==> src/matrix_chain_min_cost_unit_defines.svh <==
// ----------------------------------------------------------------------------
// matrix chain min cost unit: assertion macros
// shared concurrent assertion forms, clocked and gated by the active-low reset
// ----------------------------------------------------------------------------
`ifndef MATRIX_CHAIN_MIN_COST_UNIT_DEFINES_SVH
`define MATRIX_CHAIN_MIN_COST_UNIT_DEFINES_SVH

// same-cycle implication
`define MCM_ASSERT_IMPL(label, clk, rst_n, ante, cons) \
    label: assert property (@(posedge clk) disable iff (!rst_n) (ante) |-> (cons)) \
        else $error("mcm assertion failed");

// next-cycle implication
`define MCM_ASSERT_NEXT(label, clk, rst_n, ante, cons) \
    label: assert property (@(posedge clk) disable iff (!rst_n) (ante) |=> (cons)) \
        else $error("mcm assertion failed");

`endif

==> src/mcm_queue.sv <==
// ----------------------------------------------------------------------------
// mcm_queue
// two-entry item queue between the front and the fill engine
// ----------------------------------------------------------------------------
`default_nettype none

module mcm_queue #(
    parameter int W = 8
) (
    input  wire logic         clk,
    input  wire logic         rst_n,
    input  wire logic         push,
    input  wire logic [W-1:0] wdata,
    input  wire logic         pop,
    output logic              valid,
    output logic              full,
    output logic [W-1:0]      rdata
);

    logic [W-1:0] ent_reg [2];
    logic         wr_ptr_reg;
    logic         rd_ptr_reg;
    logic [1:0]   cnt_reg;
    logic [1:0]   cnt_next;
    logic         do_push;
    logic         do_pop;

    assign valid   = (cnt_reg != 2'd0);
    assign full    = (cnt_reg == 2'd2);
    assign do_push = push && !full;
    assign do_pop  = pop && valid;
    assign rdata   = ent_reg[rd_ptr_reg];

    always_comb
    begin
        cnt_next = cnt_reg;
        if (do_push && !do_pop)
            cnt_next = cnt_reg + 2'd1;
        else if (do_pop && !do_push)
            cnt_next = cnt_reg - 2'd1;
    end

    always_ff @(posedge clk or negedge rst_n)
    begin
        if (!rst_n)
        begin
            wr_ptr_reg <= 1'b0;
            rd_ptr_reg <= 1'b0;
            cnt_reg    <= 2'd0;
        end
        else
        begin
            cnt_reg <= cnt_next;
            if (do_push)
                wr_ptr_reg <= !wr_ptr_reg;
            if (do_pop)
                rd_ptr_reg <= !rd_ptr_reg;
        end
    end

    always_ff @(posedge clk)
    begin
        if (do_push)
            ent_reg[wr_ptr_reg] <= wdata;
    end

endmodule

`default_nettype wire

==> config.mk <==
export PLATFORM = sky130hd
export DESIGN_NAME = mcm_queue
export DESIGN_NICKNAME = d
export VERILOG_FILES = /design/src/matrix_chain_min_cost_unit_defines.svh /design/src/mcm_queue.sv
export SDC_FILE = /design/constraint.sdc
export NUM_CORES = 1
export LEC_CHECK = 0
export ABC_AREA = 1
export BUFFER_PORTS_ARGS = -buffer_cell sky130_fd_sc_hd__buf_2
export CAP_MARGIN = 10
export CORE_MARGIN = 4
export CORE_UTILIZATION = 49
export DETAILED_ROUTE_END_ITERATION = 6
export PLACE_DENSITY = 0.75
export SYNTH_ARGS = -nofsm -noshare
export SYNTH_HDL_FRONTEND = slang
export SYNTH_SLANG_ARGS = --single-unit
==> constraint.sdc <==
create_clock -name clk -period 1.7 [get_ports clk]
set_input_delay 0.255 -clock clk [delete_from_list [all_inputs] [get_ports clk]]
set_output_delay 0.255 -clock clk [all_outputs]
set_load 0.1 [all_outputs]
==> results of run 1 <==
cells in the final DEF, fill, tap and decap left out, drive strengths merged:
master and instances:
nand2 35, buf 21, edfxtp 16, inv 8
clkbuf 5, dfrtp 4, nor2 3, nand3 2
o21ai 1, nand4 1, xnor2 1, ha 1
bufinv 1, dlygate4sd3 1
stage by stage:
step,setup slack (ns),area (sq um),instances
floorplan,0.0114,823,73
global placement,0.393,1080,111
detailed placement,0.289,1080,111
CTS,0.0460,1140,116
global route,0.0268,1150,116
finish,0.124,1150,116
repair_timing:
action	4_1_cts	5_1_grt
buffers inserted	0	0
setup endpoints to repair	0	10
hold endpoints to repair	4	0
resized for setup	0	3
hold buffers	1	0
metal layers:
metal / wire, um / vias up / track usage, %
met3: 93 / 7 / 4.59
met4: 46 / 0 / 8.97
met2: 833 / 18 / 25.7
met1: 581 / 274 / 15.9
met5: 0 / - / 0
li1: - / 290 / -
worst max path at each step:
stage                from          to  slack, ns  depth (start not counted)
6_report       rd_ptr_reg    rdata[7]       0.12                          4
2_1_floorplan  cnt_reg[0]  cnt_reg[1]       0.01                          7
4_1_cts        cnt_reg[0]        full       0.05                          2
3_3_place_gp   rd_ptr_reg    rdata[7]       0.39                          4
5_1_grt        rd_ptr_reg    rdata[3]       0.03                          4
3_5_place_dp   cnt_reg[0]  cnt_reg[1]       0.29                          8
kinds of logic (layout without fill, tap and decap cells):
family	count (synthesis)	after routing	synth area share, %
AND/OR/NAND/NOR	41	41	21.6
buffers and inverters	9	36	4.28
flip-flops	20	20	70.9
adder cells (fa/ha/maj)	1	1	1.53
XOR/XNOR	1	1	1.07
AO/OA/AOI/OAI	1	1	0.611
area by class of cell:
| type | instances | area, sq um | share of cell area (%) |
|---|---|---|---|
| clock buffers | 3 | 22.5 | 1.96 |
| clock inverters | 1 | 30.0 | 2.62 |
| inverters | 8 | 30.0 | 2.62 |
| multi-input cells | 44 | 208 | 18.1 |
| flip-flops and latches | 20 | 582 | 50.7 |
| well taps | 16 | 20.0 | 1.74 |
| repair buffers | 24 | 255 | 22.2 |
==> results.md, run 1 <==
* Status: complete, no violations
* Total congestion overflow at 0
* Worst Reg2Reg Path Length in Cells at 8
* Final core utilization at between 70 and 80%
* CTS buffer count at 3
* CTS tree: yes
* DR vias at approximately 590
* Root cell of the clock tree: clkbuf_4
* IO buf count at 21
* Critical Path AT at between 1 and 1.5 ns
* First-pass GRT wire length at around 2700 um
* Post-synthesis sequential area ratio at a little under three quarters
* Most used DFF post-synth: edfxtp_1
* Worst-Skew Late Latency at approximately 0.30 ns
* Synth top area cells: edfxtp_1, nand2_1, dfrtp_1, inv_1, nand2_2
* Fill count at 106
* Layout cells sized above 1 at a little over a third
* RSZ-0062 raised after global routing: no
* R2r setup slk at around 0.25 ns
* Yosys top cell by area: edfxtp_1
* Critical Path Max Stage Delay at around 0.50 ns
* CP cell instances: inv_2 -> nand2_1 -> nand2_1 -> buf_12
* Core footprint at between 0.0015 and 0.002 sq mm
* Routed Antenna Nets at 0
* DR WL/cell at around 13 um
* CTS sink count at 20
* Mapped Cells at 73
* Worst Setup Path Type: reg2out
* R2R Path Start: cnt_reg[0]
* Number of synthesized flops with an enable pin at 16
* Largest net degree at the start of global routing at 13
* Synth-to-layout area growth at 40.2%
* Final min period at 1.58 ns
* Setup TNS at 0 ns
* Endpoint, Worst Hold: ent_reg[1][7]
* Delay-heaviest family, CP: flip-flops
* Initial Util at a little over half
* Mean Syn Cell Area at 11.2 sq um
* Die area at 0.00239 sq mm
* Ports at 22
* Crit Reg-Reg Endpoint: cnt_reg[1]
* Fin nets at approximately 110
* Final Hold Viols at 0
* Hold Path Cell Cnt at 1
* CP Capture Type: output pin
* Async SR Flop Fraction at approximately a fifth
* CP Launch Type: flip-flop
* Hold Path Origin: wdata[7]
* Cell area after synthesis at roughly 800 sq um
* H-tree depth at 1
* Hold Crit Class: in2reg
* Mapped Nets at 86
* Period utilisation layout at between 90 and 100%
* Clock Path Buffers at 2
* Post-synth top area share at between 50% and 60%
* Die height at just under 50 um
* First-pass DRT Iterations at 4
* Count leader, synth: nand2_1
* Vias in the first global route at 631
* Max-slew violations at 0
* Clk_skew at between 0.007 and 0.008 ns
* Num rows at 14
* Via/cell ratio at a little over 5
* MaxCap Viol Count at 0
* Crit-path max FO at 10
* Hpwl dp at between 1000 and 1500 um
* Slew @ Worst Pin at between 0.3 and 0.4 ns
* Die width at roughly 49 um
* Top achievable clock speed at ~630 MHz
* Final setup fails at 0
* Slowest-stage cell, CP: dfrtp_2
* YS warnings at 0
* Reg clk slew, reported paths at around 0.11 ns
* Most common library cells after synthesis: nand2_1, edfxtp_1, inv_1
* Number of flip-flops in the largest register at 16
* Post-synth cell types at 15
* DRC at 0
* Post-Route WL at around 1600 um
* Hold WS at between 0.1 and 0.15 ns
* Synthesized flop and latch total at 20
* Crit path top cell by count: nand2_1
* Initial antenna violation count at 0
* Slew headroom at roughly 77%
* Critical path required time at around 1.4 ns
* Global Route Usage Sum at between 10% and 20%
* Antenna cells at 0
* CP bufs+invs at 2
* Iteration-0 DRC Markers at 6
Power of run 1 is left out: the tool's default activity adds up to more than one toggle a clock period on the data nets, which glitch-free logic cannot reach.
==> run 2: changes to the inputs <==
Settings changed: GPL_ROUTABILITY_DRIVEN from default to 1.
Clock period 1.7 ns to 1.65 ns, I/O delays scaled along.
==> run 2 against run 1 <==
Final area is 1.7% lower; global-route usage is 2.2 points lower; sequential cell count stayed put; setup slack worse by 0.042 ns; sequential share of layout area is 1.0 points higher; critical endpoint is now rdata[0]; largest cell class unchanged; highest routed layer unchanged.
==> results.md, run 2 (synthesis results as in run 1) <==
* Initial Util at 53.1%
* CTS tree: yes
* Final setup fails at 0
* Pre-CTS setup slack at 0.278 ns
* Reg clk slew, reported paths at about 0.10 ns
* Gp weighted congestion at roughly 0.74
* Critical Path AT at 1.32 ns
* Slew @ Worst Pin at about 0.49 ns
* Die area at 0.00239 sq mm
* First-pass DRT Iterations at 4
* Worst Setup EP: rdata[0]
* Slew headroom at between 60% and 70%
* Number of flip-flops in the largest register at 16
* Worst Setup Path Type: reg2out
* Die width at between 40 and 50 um
* R2R Path Start: cnt_reg[1]
* Period utilisation layout at between 90% and 100%
* Worst-Skew Late Latency at around 0.29 ns
* Root cell of the clock tree: clkbuf_4
* MaxCap Viol Count at 0
* CP Launch Type: flip-flop
* Ports at 22
* Crit-path max FO at 10
* Largest net degree at the start of global routing at 12
* Hold Crit Class: in2reg
* Antenna cells at 0
* Num rows at 14
* Via/cell ratio at between 4 and 5
* First-pass GRT wire length at ~2300 um
* Layout cells sized above 1 at approximately 36%
* Commonest non-fill, non-tap cell in the layout: nand2_1
* DR vias at 563
* DRC at 0
* CTS sink count at 20
* Fin nets at ~110
* Setup ws final at around 0.082 ns
* Hpwl dp at 1060 um
* H-tree depth at 1
* Synth-to-layout area growth at 37.8%
* Post-Route WL at about 1400 um
* Global Route Usage Sum at approximately 13%
* RSZ-0062 raised after global routing: no
* Critical path required time at roughly 1.4 ns
* Die height at around 49 um
* Vias in the first global route at about 560
* Total congestion overflow at 0
* CTS buffer count at 3
* Commonest cells after routing, fill and taps aside: nand2_1, edfxtp_1, buf_2
* Iteration-0 DRC Markers at 8
* Crit Reg-Reg Endpoint: ent_reg[0][0]
* Initial antenna violation count at 0
* Final min period at 1.57 ns
* Core footprint at around 0.0015 sq mm
* Critical path origin: rd_ptr_reg
* CP Capture Type: output pin
* DR WL/cell at approximately 12 um
* Setup bufs post-CTS at 0
* Hold WS at between 0.1 and 0.15 ns
* Routed Antenna Nets at 0
* Fill count at 103
* Clock Path Buffers at 2
* Top achievable clock speed at about 640 MHz
* Final Hold Viols at 0
* Clk_skew at around 0.0046 ns
* IO buf count at 21
* R2r setup slk at ~0.29 ns
* Worst Reg2Reg Path Length in Cells at 5
* Status: complete, no violations
* Max-slew violations at 0
* Setup TNS at 0 ns
## run 2: how the worst min path moves through the flow
| stage | depth (start not counted) | to | slack [ns] | start |
|---|---|---|---|---|
| floorplan | 0 | cnt_reg[0] | -0.05 | rst_n |
| global placement | 1 | cnt_reg[1] | 0.05 | rst_n |
| detailed placement | 1 | cnt_reg[1] | 0.05 | rst_n |
| CTS | 1 | ent_reg[1][5] | 0.13 | wdata[5] |
| global route | 1 | ent_reg[0][5] | 0.12 | wdata[5] |
| finish | 1 | ent_reg[0][6] | 0.14 | wdata[6] |
## run 2: metrics by stage
stage	std cells	cell area [sq um]	utilization, %
5_1_grt	115	1130	73.1
3_3_place_gp	110	1090	70.7
3_5_place_dp	110	1090	70.7
2_1_floorplan	73	842	-
6_report	115	1130	73.1
4_1_cts	115	1130	73.1
## run 2: critical path, cell delays in order, from the launching register on
cell and delay, ns:
dfrtp_2 0.50, inv_2 0.16, nand2_1 0.07, nand2_1 0.12, buf_12 0.19
## run 2: timing repair
item                                    4_1_cts  5_1_grt
hold buffers                                  1        0
endpoints found under the hold margin         4        0
resized for setup                             0        1
endpoints found under the setup margin        0        8
## run 2: layout make-up
class	instances	area, sq um	share of cell area, %
sequential	20	583	51.7
timing repair buffer	23	243	21.5
multi-input combinational	44	225	20.0
inverter	8	30.0	2.66
clock buffer	4	26.3	2.33
tap	16	20.0	1.78
## run 2: per-layer routing
metal | global-route usage (%) | share of wire (%)
met1 | 13.5 | 40
met2 | 23.9 | 54
met3 | 3.67 | 4.9
met4 | 4.04 | 1.5
met5 | 0 | 0
Power of run 2 is left out for the same reason.
