**src/matrix_chain_min_cost_unit_defines.svh**
```systemverilog
// ----------------------------------------------------------------------------
// matrix chain min cost unit: assertion macros
// shared concurrent assertion forms, clocked and gated by the active-low reset
// ----------------------------------------------------------------------------
`ifndef MATRIX_CHAIN_MIN_COST_UNIT_DEFINES_SVH
`define MATRIX_CHAIN_MIN_COST_UNIT_DEFINES_SVH

// same-cycle implication
`define MCM_ASSERT_IMPL(label, clk, rst_n, ante, cons) \
    label: assert property (@(posedge clk) disable iff (!rst_n) (ante) |-> (cons)) \
        else $error("mcm assertion failed");

// next-cycle implication
`define MCM_ASSERT_NEXT(label, clk, rst_n, ante, cons) \
    label: assert property (@(posedge clk) disable iff (!rst_n) (ante) |=> (cons)) \
        else $error("mcm assertion failed");

`endif

```
**src/mcm_pkg.sv**
```systemverilog
// ----------------------------------------------------------------------------
// mcm_pkg
// shared widths and the control flags that travel with each queued item
// ----------------------------------------------------------------------------
`default_nettype none

package mcm_pkg;

    localparam int DIM_W  = 10;
    localparam int COST_W = 40;
    localparam int PIJ_W  = 2 * DIM_W;
    localparam int PROD_W = 3 * DIM_W;

    typedef struct packed {
        logic store;
        logic last;
        logic err;
    } mcm_ctl_t;

endpackage

`default_nettype wire

```
**src/mcm_front.sv**
```systemverilog
// ----------------------------------------------------------------------------
// mcm_front
// counts the dimensions of the current chain and classifies each item
// ----------------------------------------------------------------------------
`default_nettype none

module mcm_front #(
    parameter int MAX_MATRICES = 16
) (
    input  wire logic                           clk,
    input  wire logic                           rst_n,
    input  wire logic                           accept,
    input  wire logic [mcm_pkg::DIM_W-1:0]      dimension,
    input  wire logic                           last,
    output logic                                push,
    output logic [mcm_pkg::DIM_W-1:0]           q_dim,
    output logic [$clog2(MAX_MATRICES+1)-1:0]   q_slot,
    output mcm_pkg::mcm_ctl_t                   q_ctl
);

    localparam int SLOTS = MAX_MATRICES + 1;
    localparam int OVF   = MAX_MATRICES + 2;
    localparam int SW    = $clog2(SLOTS);
    localparam int CW    = $clog2(OVF + 1);

    logic [CW-1:0] count_reg;
    logic [CW-1:0] count_next;
    logic [CW-1:0] n_after;
    logic          store;

    assign store   = (count_reg < CW'(SLOTS));
    assign n_after = store ? (count_reg + CW'(1)) : CW'(OVF);

    always_comb
    begin
        count_next = count_reg;
        if (accept)
        begin
            if (last)
                count_next = '0;
            else
                count_next = n_after;
        end
    end

    always_ff @(posedge clk or negedge rst_n)
    begin
        if (!rst_n)
            count_reg <= '0;
        else
            count_reg <= count_next;
    end

    // overflowing items that are not last carry nothing downstream
    assign push        = accept && (store || last);
    assign q_dim       = dimension;
    assign q_slot      = SW'(count_reg);
    assign q_ctl.store = store;
    assign q_ctl.last  = last;
    assign q_ctl.err   = (n_after < CW'(2)) || (n_after > CW'(SLOTS));

endmodule

`default_nettype wire

```
**config.mk**
```make
export PLATFORM = sky130hd
export DESIGN_NAME = mcm_front
export DESIGN_NICKNAME = d
export VERILOG_FILES = /design/src/matrix_chain_min_cost_unit_defines.svh /design/src/mcm_pkg.sv /design/src/mcm_front.sv
export SDC_FILE = /design/constraint.sdc
export NUM_CORES = 1
export LEC_CHECK = 0
export BUFFER_PORTS_ARGS = -buffer_cell sky130_fd_sc_hd__buf_2
export CORE_AREA = 2 2 39 41
export CTS_BUF_LIST = sky130_fd_sc_hd__clkbuf_16
export DETAILED_ROUTE_END_ITERATION = 10
export DIE_AREA = 0 0 41 43
export HOLD_SLACK_MARGIN = 0.06
export PLACE_DENSITY = 0.6
export REMOVE_ABC_BUFFERS = 1
export SETUP_SLACK_MARGIN = 0.3
export SLEW_MARGIN = 10
export SYNTH_ARGS = -nofsm -noshare
export SYNTH_HDL_FRONTEND = slang
export SYNTH_SLANG_ARGS = --single-unit
export TNS_END_PERCENT = 1
```
**constraint.sdc**
```tcl
create_clock -name clk -period 1.85 [get_ports clk]
set_input_delay 0.185 -clock clk [delete_from_list [all_inputs] [get_ports clk]]
set_output_delay 0.185 -clock clk [all_outputs]
set_load 0.01 [all_outputs]
```
==> reports/results.tsv, run 1 <==
stage	metric	value	unit
clock_tree	insertion_delay	0.22	ns
sta	setup_viol	0	
drt	antenna_left	0	
clock_tree	path_clk_slew	0.03	ns
die	die_h	43	µm
power	ir_drop	0.000884	V
sta	rsz0062_at_grt	yes	
drt	num_vias	355	
synthesis	ys_top_cells_by_count	buf_4 (12), dfrtp_1 (5), inv_1 (3)	
drt	wl_met1	399	µm
synthesis	yosys_most_used_dff	dfrtp_1	
final_layout	fillers	135	
die	initial_core_util	28.1	%
synthesis	synth_fa_ha_area_share	3.22	%
synthesis	synth_edf_count	0	
global_routing	grt_pass1_vias	356	
drt	routed_wirelength	976	µm
critical_path	cp_max_fo	4	
place	io_buffers	12	
clock_tree	cts_max_level	1	
die	die_area	1760	µm²
critical_path	cp-startpoint	q_slot[1]	
sta	tns	0	ns
critical_path	cp-end-kind	primary output	
synthesis	synth_compound_area_share	15.4	%
final_layout	area_growth	47.9	%
die	chipWidth	41	µm
critical_path	required	1.66	ns
critical_path	rrSetupSlack	0.18	ns
final_layout	seq_area	126	µm²
critical_path	arrival	1.57	ns
clock_tree	cts_buffer_depth	2	
sta	fmax	570	MHz
synthesis	synth_area	389	µm²
synthesis	ys_seq_area_share	32.2	%
synthesis	ys_ff_latch	5	
sta	fin_skew	0.00198	ns
drt	detail_route.vias_per_cell	4.80	
drt	drcViolationCount	0	
synthesis	synthXorXnorAreaFrac	4.50	%
global_routing	track_usage	12.6	%
job	max_cap_viol_count	0	
synthesis	yosysWarnings	0	
drt	dr.pass1.iters	4	
die	core_area	1380	µm²
clock_tree	cts_sinks	5	
final_layout	nets	74	
sta	period_share	94.8	%
global_routing	antenna_found_initial	0	
drt	routed.top_layer	met3	
status	outcome	completed	
global_routing	grt_overflow	0	
global_routing	grt_max_degree	8	
synthesis	async_reset_ff_share	100	%
synthesis	synth_simple_gate_area_share	13.2	%
sta	slew_headroom	83.3	%
min_path	worstHoldStart	accept	
synthesis	synth_cell_types	20	
clock_tree	cts-root-buf	clkbuf_16	
final_layout	final_cell_area	576	µm²
final_layout	layout-drive-gt1-share	58.6	%
drt	wl_met2	446	µm
global_routing	grt_first_pass_wirelength	1460	µm
synthesis	synth_top_cell_area_share	32.2	%
synthesis	ys_top_cells_by_area	dfrtp_1 (32%), buf_4 (23%), o31ai_1 (3.9%)	
synthesis	avgSynthCellArea	9.26	µm²
sta	worst_slew_pin_slew	0.247	ns
power	power_density	1150	nW/µm²
critical_path	timing.rr.start	q_slot[1]	
critical_path	crit_type	reg2out	
final_layout	diodes	0	
synthesis	synth_top_family_by_area	buffers and inverters	
synthesis	yosysTopAreaCell	dfrtp_1	
final_layout	multi_input_comb_area	186	µm²
synthesis	synth_cells	42	
synthesis	synth_mux_area_share	5.47	%
min_path	min_path_type	in2reg	
synthesis	yosysMostFrequentCell	buf_4	
drt	post_drt_wl_per_cell	13.2	µm
die	io_pins	33	
die	rows	14	
sta	hold_viol_final	0	
power	p_leak	0.000284	µW
sta	period_needed	1.75	ns
clock_tree	cts_made_buffers	3	
final_layout	largest_reg_flops	5	
drt	route.met3.wl	130	µm
place	place_area	387	µm²
sta	slew_violations	0	
clock_tree	cts_tree	built	
drt	drt_iter0_drc	5	
critical_path	crit_path_start_kind	register	
place	gp_congestion	0.724	
## power breakdown
group          switching [µW]  internal [µW]  total [µW]
clock                    60.8            279         340
combinational            75.0            109         184
sequential               15.4            121         137
total                     151            509         660
## path summary, 6_finish.rpt
path	cells past startpoint	endpoint
worst max-delay path	5	q_ctl[0]
worst min-delay path	2	q_slot[4]
worst max register to register	7	q_slot[1]
worst min register to register	1	q_slot[2]
max in group asynchronous	2	q_slot[2]
min in group asynchronous	2	q_slot[3]
## placed cells by master (no fill, tap or decap)
| master | Yosys | routed |
|---|---|---|
| a21o_1 | 1 | 1 |
| a31oi_1 | 1 | 1 |
| buf_2 | 0 | 12 |
| buf_4 | 12 | 11 |
| clkbuf_16 | 0 | 3 |
| dfrtp_1 | 5 | 4 |
| dfrtp_2 | 0 | 1 |
| dlygate4sd3_1 | 0 | 1 |
| ha_2 | 0 | 1 |
| inv_1 | 3 | 4 |
| mux2_2 | 1 | 1 |
| mux2i_2 | 0 | 1 |
| nand2b_1 | 2 | 2 |
| nand3_2 | 0 | 2 |
| nor2_1 | 2 | 2 |
| nor2_2 | 1 | 1 |
| nor2b_1 | 1 | 1 |
| nor4b_1 | 1 | 1 |
| o21a_1 | 1 | 1 |
| o22ai_1 | 2 | 2 |
| o31ai_1 | 2 | 2 |
| o41a_1 | 1 | 1 |
| xnor2_2 | 0 | 1 |
| xor2_1 | 1 | 1 |
## metal layers
metal  vias to the layer above  track usage (%)
li1                        165                -
met2                        29             15.6
met5                         -                0
met3                         0             14.7
met4                         0             4.00
met1                       161             13.5
## kinds of logic (layout without fill, tap and decap cells)
| kind of cell | Yosys count | after routing |
|---|---|---|
| AOI/OAI and AO/OA | 8 | 8 |
| xor gates and xnor gates | 2 | 2 |
| adders and majority gates | 1 | 1 |
| buffers and inverters | 15 | 31 |
| DFF | 5 | 5 |
| muxes | 2 | 2 |
| and+or+nand+nor | 9 | 9 |
## through the flow
| step | power, µW | setup slack (ns) | hold WS [ns] | utilization [%] | instances |
|---|---|---|---|---|---|
| 3_3_place_gp | 238 | 0.221 | 0.000274 | 27.9 | 59 |
| 2_1_floorplan | 197 | 0.296 | -0.111 | - | 30 |
| 3_5_place_dp | 239 | 0.197 | 0.00297 | 27.9 | 59 |
| 5_1_grt | 695 | 0.0328 | 0.259 | 41.6 | 74 |
| 4_1_cts | 650 | 0.0929 | 0.247 | 39.2 | 73 |
| 6_report | 660 | 0.0954 | 0.255 | 41.6 | 74 |
## layout make-up
cell class,count,share of cell area [%]
Inverter,3,1.96
Clock buffer,3,13.0
Multi-Input combinational cell,22,32.4
Clock inverter,1,0.652
Timing Repair Buffer,24,26.5
Tap cell,16,3.48
Sequential cell,5,22.0
## repair_timing
action / CTS / global route
hold endpoints to repair: 5 / 0
gates resized for setup: 0 / 6
gates cloned: 0 / 0
setup endpoints to repair: 3 / 4
setup buffers: 9 / 1
pin swaps: 3 / 4
hold buffers: 1 / 0
## critical path, stage by stage (launching register included)
cell and delay, ns:
dfrtp_1 0.42, o41a_1 0.42, nor2_2 0.13, nand3_2 0.09, xor2_1 0.14, buf_2 0.14
Note: power is estimated with default switching activity, not from simulation.
==> run 2: changes to the inputs <==
Settings changed: RECOVER_POWER from default to 50.
==> reports/results.tsv, run 2 (synthesis gave the netlist of run 1 again) <==
stage	metric	value	unit
critical_path	arrival	1.57	ns
job	max_cap_viol_count	0	
place	dp.cells	59	
critical_path	crit_chain	o41a_1 -> nor2_2 -> nand3_2 -> xor2_1 -> buf_2	
global_routing	grt_max_degree	8	
sta	tns	0	ns
clock_tree	insertion_delay	0.22	ns
sta	period_needed	1.75	ns
final_layout	final_cells	74	
critical_path	worst-path-buf-inv	1	
sta	hold_viol_final	0	
power	switching_share	22.9	%
clock_tree	cts_buffer_depth	2	
place	io_buffers	12	
place	post-place-ws	0.197	ns
die	die_h	43	µm
drt	detail_route.vias_per_cell	4.80	
power	power.total	660	µW
place	gp_congestion	0.724	
global_routing	grt_pass1_vias	356	
drt	post_drt_wl_per_cell	13.2	µm
sta	slew_violations	0	
critical_path	crit_slowest_cell	dfrtp_1	
min_path	min_path_type	in2reg	
clock_tree	cts_sinks	5	
sta	setup_viol	0	
clock_tree	cts_made_buffers	3	
drt	drt_iter0_drc	5	
final_layout	diodes	0	
global_routing	track_usage	12.6	%
power	ir_drop	0.000883	V
global_routing	grt_first_pass_wirelength	1460	µm
drt	dr.pass1.iters	4	
sta	rsz0062_at_grt	yes	
final_layout	area_growth	47.6	%
final_layout	fillers	136	
drt	antenna_left	0	
die	io_pins	33	
final_layout	nets	74	
drt	drcViolationCount	0	
critical_path	slowest_delay	0.42	ns
final_layout	layout-drive-gt1-share	56.9	%
power	seqPwrFrac	20.7	%
global_routing	grt_overflow	0	
power	p_leak	0.000281	µW
clock_tree	cts_max_level	1	
critical_path	crit_path_start_kind	register	
final_layout	largest_reg_flops	5	
clock_tree	cts_tree	built	
sta	worst_slew_pin_slew	0.277	ns
sta	fmax	570	MHz
critical_path	required	1.66	ns
power	power_frac_comb	27.8	%
critical_path	critical-path-top-delay-family	flip-flops	
sta	slew_headroom	81.5	%
global_routing	antenna_found_initial	0	
critical_path	cp_max_fo	4	
clock_tree	cts-root-buf	clkbuf_16	
critical_path	cp-end-kind	primary output	
sta	period_share	94.8	%
sta	setup_ws	0.0954	ns
power	power.net_switching	151	µW
die	die_area	1760	µm²
final_layout	layout_common_cells	buf_2 (11), buf_4 (11), inv_1 (4), dfrtp_1 (4), clkbuf_16 (3)	
power	p_int	509	µW
sta	fin_skew	0.00198	ns
power	power_density	1150	nW/µm²
die	rows	14	
die	core_area	1380	µm²
status	outcome	completed	
clock_tree	path_clk_slew	0.03	ns
critical_path	crit_type	reg2out	
die	initial_core_util	28.1	%
die	chipWidth	41	µm
drt	num_vias	355	
drt	routed_wirelength	976	µm
power	p_clk_share	51.5	%
## run 2: cell count changes in the layout (fill, tap and decap cells not counted)
cell	previous run	this run
buf_2	12	11
clkbuf_1	0	1
## run 2: path summary, 6_finish.rpt
kind | from | endpoint | slack, ns | cells after the start
worst min register to register | q_slot[2] | q_slot[2] | 0.61 | 1
worst max register to register | q_slot[1] | q_slot[1] | 0.18 | 7
min in group asynchronous | rst_n | q_slot[3] | 0.35 | 2
worst max-delay path | q_slot[1] | q_ctl[0] | 0.1 | 5
worst min-delay path | accept | q_slot[4] | 0.26 | 2
max in group asynchronous | rst_n | q_slot[2] | 1.27 | 2
## run 2: power groups by stage
stage | clock network [µW] | registers [µW] | logic [µW]
finish | 340 | 137 | 184
global route | 359 | 137 | 199
CTS | 349 | 133 | 168
detailed placement | 0 | 139 | 99.9
global placement | 0 | 140 | 97.9
floorplan | 0 | 141 | 55.5
## run 2: area by class of cell
class                   instances  area, µm²  area share [%]
inverters                       3       11.3            1.96
clock buffers                   3       75.1            13.1
flip-flops and latches          5        126            22.0
well taps                      16       20.0            3.49
clock inverters                 1       3.75           0.654
multi-input cells              22        186            32.5
repair buffers                 24        151            26.4
## run 2: timing repair
item | in CTS | in global routing
hold endpoints to repair | 5 | 0
setup endpoints to repair | 3 | 4
setup buffers | 9 | 1
resized for setup | 0 | 6
hold buffers | 1 | 0
gates cloned | 0 | 0
pin swaps | 3 | 4
## run 2: per-layer routing
metal	vias up	part of all wire (%)	GRT usage (%)
met1	161	41	13.5
met2	29	46	15.6
li1	165	-	-
met5	-	0	0
met4	0	0	4.00
met3	0	13	14.7
## run 2: stage by stage
stage / hold slack [ns] / area [µm²] / utilization (%)
2_1_floorplan: -0.111 / 299 / -
3_3_place_gp: 0.000274 / 387 / 27.9
3_5_place_dp: 0.00297 / 387 / 27.9
4_1_cts: 0.247 / 543 / 39.2
5_1_grt: 0.259 / 574 / 41.5
6_report: 0.255 / 574 / 41.5
